File: src/rtl/rhwm_pkg.sv
`default_nettype none

package rhwm_pkg;

  localparam int CHAN_W           = 8;
  localparam int POS_W            = 12;
  localparam int DIFF_W           = 19;
  localparam int NUM_CHANNELS     = 3;
  localparam int BINS_PER_CHANNEL = 4;
  localparam int NUM_BINS         = NUM_CHANNELS * BINS_PER_CHANNEL;
  // equal bins of 64 codes each, so the bin is the top bits of the channel value
  localparam int BIN_SEL_W        = $clog2(BINS_PER_CHANNEL);

  localparam logic [DIFF_W-1:0] DIFF_MAX = '1;

  localparam logic CMD_REFERENCE = 1'b0;
  localparam logic CMD_CANDIDATE = 1'b1;

  // first field in the highest bits
  typedef struct packed {
    logic [POS_W-1:0]  window_y;
    logic [POS_W-1:0]  window_x;
    logic [CHAN_W-1:0] blue;
    logic [CHAN_W-1:0] green;
    logic [CHAN_W-1:0] red;
  } pixel_t;

  typedef struct packed {
    logic [POS_W-1:0]  result_y;
    logic [POS_W-1:0]  result_x;
    logic [POS_W-1:0]  best_y;
    logic [POS_W-1:0]  best_x;
    logic [DIFF_W-1:0] best_difference;
    logic              exact_match;
    logic              new_best;
    logic [DIFF_W-1:0] difference;
  } result_t;

  localparam int IN_TDATA_W  = $bits(pixel_t);
  localparam int OUT_TDATA_W = $bits(result_t);

endpackage

`default_nettype wire

File: src/rtl/rgb_histogram_window_matcher_top.sv
// a pixel is taken into the input register; a closing candidate pixel then loads the result
// register once that register is free, else it waits until the held result drains
// throughput: one pixel per cycle, set by the combinational bin update and twelve-term sad;
// only a closing candidate pixel waits on a held result, and the input stalls behind it
// reset (rst_n low, synchronous): histograms cleared, best difference all ones, best
// position zero, both pipeline valid flags cleared
`default_nettype none

module rgb_histogram_window_matcher_top #(
  parameter int unsigned MAX_WINDOW_PIXELS = 65536
) (
  input  wire logic                             clk,
  input  wire logic                             rst_n,
  input  wire logic                             in_tvalid,
  output logic                                  in_tready,
  input  wire logic [rhwm_pkg::IN_TDATA_W-1:0]  in_tdata,  // red, green, blue, window_x, window_y
  input  wire logic                             in_tuser,  // command
  input  wire logic                             in_tlast,  // window_end
  output logic                                  out_tvalid,
  input  wire logic                             out_tready,
  // difference, new_best, exact_match, best_difference, best_x, best_y, result_x, result_y
  output logic [rhwm_pkg::OUT_TDATA_W-1:0]      out_tdata
);

  import rhwm_pkg::*;

  localparam int BIN_W = $clog2(MAX_WINDOW_PIXELS + 1);
  localparam int SUM_W = BIN_W + 4;
  localparam int CMP_W = (SUM_W > DIFF_W) ? SUM_W : DIFF_W;
  localparam logic [BIN_W-1:0] BIN_MAX = BIN_W'(MAX_WINDOW_PIXELS);

  // input register
  logic       s1_valid_r;
  pixel_t     s1_pix_r;
  logic       s1_cmd_r;
  logic       s1_last_r;

  // histogram and best-match state
  logic [BIN_W-1:0]  work_r [NUM_BINS];
  logic [BIN_W-1:0]  ref_r  [NUM_BINS];
  logic [DIFF_W-1:0] lowest_r;
  logic [POS_W-1:0]  lowest_x_r;
  logic [POS_W-1:0]  lowest_y_r;

  // result register
  logic    out_valid_r;
  result_t out_r;
  result_t out_nxt;

  logic [BIN_SEL_W-1:0] sel [NUM_CHANNELS];
  logic [BIN_W-1:0]     counted [NUM_BINS];
  logic [BIN_W-1:0]     absd [NUM_BINS];
  logic [SUM_W-1:0]     lvl1 [NUM_BINS/2];
  logic [SUM_W-1:0]     lvl2 [NUM_BINS/4];
  logic [SUM_W-1:0]     total;
  logic [DIFF_W-1:0]    diff;
  logic                 better;
  logic                 closes_candidate;
  logic                 out_free;
  logic                 s2_go;
  logic                 emit_go;

  assign sel[0] = s1_pix_r.red[CHAN_W-1 -: BIN_SEL_W];
  assign sel[1] = s1_pix_r.green[CHAN_W-1 -: BIN_SEL_W];
  assign sel[2] = s1_pix_r.blue[CHAN_W-1 -: BIN_SEL_W];

  // count the pixel into its bin of each channel, stopping at the window limit
  always_comb begin
    for (int c = 0; c < NUM_CHANNELS; c++) begin
      for (int b = 0; b < BINS_PER_CHANNEL; b++) begin
        counted[c*BINS_PER_CHANNEL + b] = work_r[c*BINS_PER_CHANNEL + b];
        if (sel[c] == BIN_SEL_W'(b) && work_r[c*BINS_PER_CHANNEL + b] < BIN_MAX) begin
          counted[c*BINS_PER_CHANNEL + b] = work_r[c*BINS_PER_CHANNEL + b] + 1'b1;
        end
      end
    end
  end

  always_comb begin
    for (int i = 0; i < NUM_BINS; i++) begin
      if (counted[i] > ref_r[i]) begin
        absd[i] = counted[i] - ref_r[i];
      end else begin
        absd[i] = ref_r[i] - counted[i];
      end
    end
  end

  // adder tree: twelve terms to six to three to one
  always_comb begin
    for (int i = 0; i < NUM_BINS/2; i++) begin
      lvl1[i] = SUM_W'(absd[2*i]) + SUM_W'(absd[2*i+1]);
    end
    for (int i = 0; i < NUM_BINS/4; i++) begin
      lvl2[i] = lvl1[2*i] + lvl1[2*i+1];
    end
    total = lvl2[0] + lvl2[1] + lvl2[2];
  end

  assign diff   = (CMP_W'(total) > CMP_W'(DIFF_MAX)) ? DIFF_MAX : DIFF_W'(total);
  assign better = diff < lowest_r;

  assign closes_candidate = s1_last_r && (s1_cmd_r == CMD_CANDIDATE);
  assign out_free  = !out_valid_r || out_tready;
  assign s2_go     = s1_valid_r && (!closes_candidate || out_free);
  assign emit_go   = s2_go && closes_candidate;
  assign in_tready = !s1_valid_r || s2_go;

  always_ff @(posedge clk) begin
    if (!rst_n) begin
      s1_valid_r <= 1'b0;
    end else if (in_tready) begin
      s1_valid_r <= in_tvalid;
    end
  end

  always_ff @(posedge clk) begin
    if (in_tvalid && in_tready) begin
      s1_pix_r  <= pixel_t'(in_tdata);
      s1_cmd_r  <= in_tuser;
      s1_last_r <= in_tlast;
    end
  end

  always_ff @(posedge clk) begin
    if (!rst_n) begin
      for (int i = 0; i < NUM_BINS; i++) begin
        work_r[i] <= '0;
        ref_r[i]  <= '0;
      end
      lowest_r   <= DIFF_MAX;
      lowest_x_r <= '0;
      lowest_y_r <= '0;
    end else if (s2_go) begin
      if (s1_last_r) begin
        for (int i = 0; i < NUM_BINS; i++) begin
          work_r[i] <= '0;
        end
        if (s1_cmd_r == CMD_REFERENCE) begin
          for (int i = 0; i < NUM_BINS; i++) begin
            ref_r[i] <= counted[i];
          end
          lowest_r   <= DIFF_MAX;
          lowest_x_r <= '0;
          lowest_y_r <= '0;
        end else if (better) begin
          lowest_r   <= diff;
          lowest_x_r <= s1_pix_r.window_x;
          lowest_y_r <= s1_pix_r.window_y;
        end
      end else begin
        for (int i = 0; i < NUM_BINS; i++) begin
          work_r[i] <= counted[i];
        end
      end
    end
  end

  always_comb begin
    out_nxt.difference      = diff;
    out_nxt.new_best        = better;
    out_nxt.best_difference = better ? diff : lowest_r;
    out_nxt.exact_match     = (out_nxt.best_difference == '0);
    out_nxt.best_x          = better ? s1_pix_r.window_x : lowest_x_r;
    out_nxt.best_y          = better ? s1_pix_r.window_y : lowest_y_r;
    out_nxt.result_x        = s1_pix_r.window_x;
    out_nxt.result_y        = s1_pix_r.window_y;
  end

  always_ff @(posedge clk) begin
    if (!rst_n) begin
      out_valid_r <= 1'b0;
    end else if (emit_go) begin
      out_valid_r <= 1'b1;
    end else if (out_tready) begin
      out_valid_r <= 1'b0;
    end
  end

  always_ff @(posedge clk) begin
    if (emit_go) begin
      out_r <= out_nxt;
    end
  end

  assign out_tvalid = out_valid_r;
  assign out_tdata  = out_r;

  // best can never be worse than the window just scored
  a_best_not_above_diff: assert property (@(posedge clk) disable iff (!rst_n)
    out_valid_r |-> out_r.best_difference <= out_r.difference)
    else $error("best difference above current difference");

  // a new best carries this window's score and position
  a_new_best_fields: assert property (@(posedge clk) disable iff (!rst_n)
    out_valid_r && out_r.new_best |->
      out_r.best_difference == out_r.difference &&
      out_r.best_x == out_r.result_x && out_r.best_y == out_r.result_y)
    else $error("new best does not match current window");

  a_exact_match: assert property (@(posedge clk) disable iff (!rst_n)
    out_valid_r |-> out_r.exact_match == (out_r.best_difference == '0))
    else $error("exact match flag inconsistent");

  // a reference window close forgets the best match
  a_ref_close_resets_best: assert property (@(posedge clk) disable iff (!rst_n)
    s2_go && s1_last_r && s1_cmd_r == CMD_REFERENCE |=>
      lowest_r == DIFF_MAX && lowest_x_r == '0 && lowest_y_r == '0)
    else $error("best match not cleared on reference close");

endmodule

`default_nettype wire

File: config.mk
export PLATFORM = sky130hd
export DESIGN_NAME = rgb_histogram_window_matcher_top
export DESIGN_NICKNAME = d
export VERILOG_FILES = /design/src/rtl/rhwm_pkg.sv /design/src/rtl/rgb_histogram_window_matcher_top.sv
export SDC_FILE = /design/constraint.sdc
export NUM_CORES = 2
export LEC_CHECK = 0
export ABC_AREA = 0
export ABC_CLOCK_PERIOD_IN_PS = 12140
export BUFFER_PORTS_ARGS = -buffer_cell sky130_fd_sc_hd__buf_2
export CORE_MARGIN = 2
export CORE_UTILIZATION = 59
export CTS_BUF_LIST = sky130_fd_sc_hd__clkbuf_2
export DETAILED_ROUTE_END_ITERATION = 10
export PLACE_DENSITY = 0.77
export SETUP_SLACK_MARGIN = 0.1
export SLEW_MARGIN = 40
export SYNTH_ARGS = -nofsm -noshare
export SYNTH_HDL_FRONTEND = slang
export SYNTH_SLANG_ARGS = --single-unit
File: constraint.sdc
create_clock -name clk -period 12.14 [get_ports clk]
set_clock_uncertainty 0.2 [all_clocks]
set_input_delay 0.607 -clock clk [delete_from_list [all_inputs] [get_ports clk]]
set_output_delay 0.607 -clock clk [all_outputs]
set_load 0.01 [all_outputs]
==> impl_metrics.ini <==
[final_layout]
multi_input_area_um2 = 29200
post-route-util_pct = 68.0
area_delta_synth_final_pct = 13.9
seqCellArea_um2 = 16800
fin_nets = 6224
layout-drive-gt1-share_pct = 16.5
n_fill_cell = 6323
layout.cells.non_filler = 6700

[critical_path]
critical_path_class = flip-flop to flip-flop
worst_ep_arrival_time_ns = 12.81
required_ns = 13.15
critPathMaxStageDelay_ns = 0.64
cpMaxStageDelayCell = fa_2
cpMostUsedCell = a21o_1
cp_max_fo = 11
cp-end-kind = flip-flop
startpoint_type = flip-flop

[timing]
tightest_slew_ns = 0.977
timing_hold_violations_final = 0
fin_crit_ns = 11.81
final-setup-viol-count = 0
period_share_pct = 97.3
slew_headroom_pct = 34.8
fmax_mhz = 84.7
drv_slew = 0

[floorplanning]
die_x_um = 290
core-area_um2 = 80700
die_area_um2 = 83900
die_y_um = 290
io-pin-count = 144
fp-row-count = 104
start_util_pct = 59.7

[synth]
syn_nets = 5779
yosys_most_used_dff = edfxtp_1
synth_cell_types = 87
synth_area_leaders = edfxtp_1, ha_1, fa_1
ys_seq_area_share_pct = 34.8
synth_top_cell_by_area = edfxtp_1
synth_area_per_cell_um2 = 9.49
synth_seq_cells = 573
synth_area_um2 = 48100
synth_commonest_cells = inv_1, nor2_1, edfxtp_1
yosysMostFrequentCell = inv_1
async_reset_ff_share_pct = 0
synth_top_area_share_pct = 32.9
synth-edff-count = 528
ys_warn_count = 0
netlist_instances = 5071

[routing]
num_vias = 38700
dr.pass1.iters = 8
drcViolationCount = 0
avgViaCountPerCell = 5.77
wl_per_cell_um = 19.1
drt_iter0_markers = 3341
drt_wl_total_um = 128000
drtAntennaViolNets = 0

[place]
routabilityCongestion = 0.942
dpl.hpwl_um = 93100
dpl.cell_count = 6293
io_buffers = 125

[global_route]
grt_use_total_pct = 29.5
grt_pass1_vias = 37700
grt_overflow = 0
grt_pass1_wl_um = 196000
antenna_found_initial = 1
grt_max_degree = 88

[status]
outcome = finished, final reports clean

[cts]
cts_buffer_depth = 3
cts_sinks = 573
clk_latency_ns = 1.46
cts_inserted_buffers = 154
cts.htree.levels = 4
cts_tree = yes
cts.root.buffer_cell = clkbuf_2
path_clk_slew_ns = 0.13

[run]
cap_violations = 0

[min_path]
hold_class = input pin to flip-flop
## path summary, 6_finish.rpt
path | from | end | slack (ns) | cells after the start
worst min-delay path | rst_n | ref_r[2][66] | 0.16 | 3
worst min register to register | out_nxt[68] | out_tdata[68] | 0.29 | 0
worst max-delay path | s1_pix_r[15] | out_tdata[60] | 0.33 | 50
worst max register to register | s1_pix_r[15] | out_tdata[60] | 0.33 | 50
## critical path: cells and delay by family, from the launching register on
kind,cells,cell delay (ns)
multiplexers,3,1.02
flip-flops,1,0.45
buffers and inverters,10,1.21
AO/OA/AOI/OAI,15,3.04
AND/OR/NAND/NOR,12,1.85
adder cells (fa/ha/maj),8,3.46
XOR/XNOR,2,0.37
## cell usage in the layout, fill, tap and decap left out, types with 48 or more instances in the layout
master and n:
inv_1 676, edfxtp_1 528, nor2_1 523, ha_1 445, a21oi_1 296, buf_4 256
a21o_1 241, clkbuf_2 227, nand2_1 223, o21ai_0 187, fa_1 172, xnor2_1 171
xor2_1 160, buf_2 125, mux2i_1 110, nor2b_1 102, nand3_1 102, dlygate4sd3_1 72
nand4_1 71, nor3_1 67, o21bai_1 48
## repair_timing
| action | in CTS | in global routing |
|---|---|---|
| hold buffers | 72 | 0 |
| pin swaps | 2 | 76 |
| setup buffers | 4 | 44 |
| cloned | 0 | 6 |
| endpoints found under the hold margin | 177 | 0 |
| resized for setup | 9 | 239 |
| endpoints found under the setup margin | 87 | 88 |
## sequential cells by signal, indices dropped and copies added (netlist names), 6 cells and up
register	count
ref_r	204
work_r	204
out_tdata	88
out_nxt	24
lowest_r	19
lowest_x_r	12
lowest_y_r	12
s1_pix_r	6
## stage by stage
stage	setup WS, ns	hold WS (ns)	cell area, µm²	setup TNS, ns
2_1_floorplan	0.310	0.238	48100	0
3_3_place_gp	0.108	0.252	51000	0
3_5_place_dp	-0.142	0.257	51100	-5.24
4_1_cts	0.105	0.00802	53300	0
5_1_grt	-0.0706	0.111	54800	-1.26
6_report	0.330	0.160	54800	0
## routing by layer
metal  share of wire [%]  GRT usage (%)
met5                   0              0
met4                 3.2           11.5
met3                 6.9           5.30
met2                  48           48.8
met1                  42           38.7
## area by class of cell
class / instances / area share, %
multi-input cells: 3630 / 53.2
flip-flops and latches: 573 / 30.6
repair buffers: 476 / 6.61
inverters: 681 / 4.68
well taps: 1060 / 2.42
clock buffers: 227 / 2.07
clock inverters: 52 / 0.481
diodes: 1 / 0.00456
## logic make-up after synthesis
group,count (synthesis),share of synthesized area [%]
fa+ha+maj,654,20.0
mux,152,3.26
simple gates,1337,13.1
buf+inv,870,7.04
xor+xnor,373,6.79
flops,573,34.8
compound gates,1112,15.0
Power is left out: the tool's default activity adds up to more than one toggle a clock period on the data nets, which glitch-free logic cannot reach.
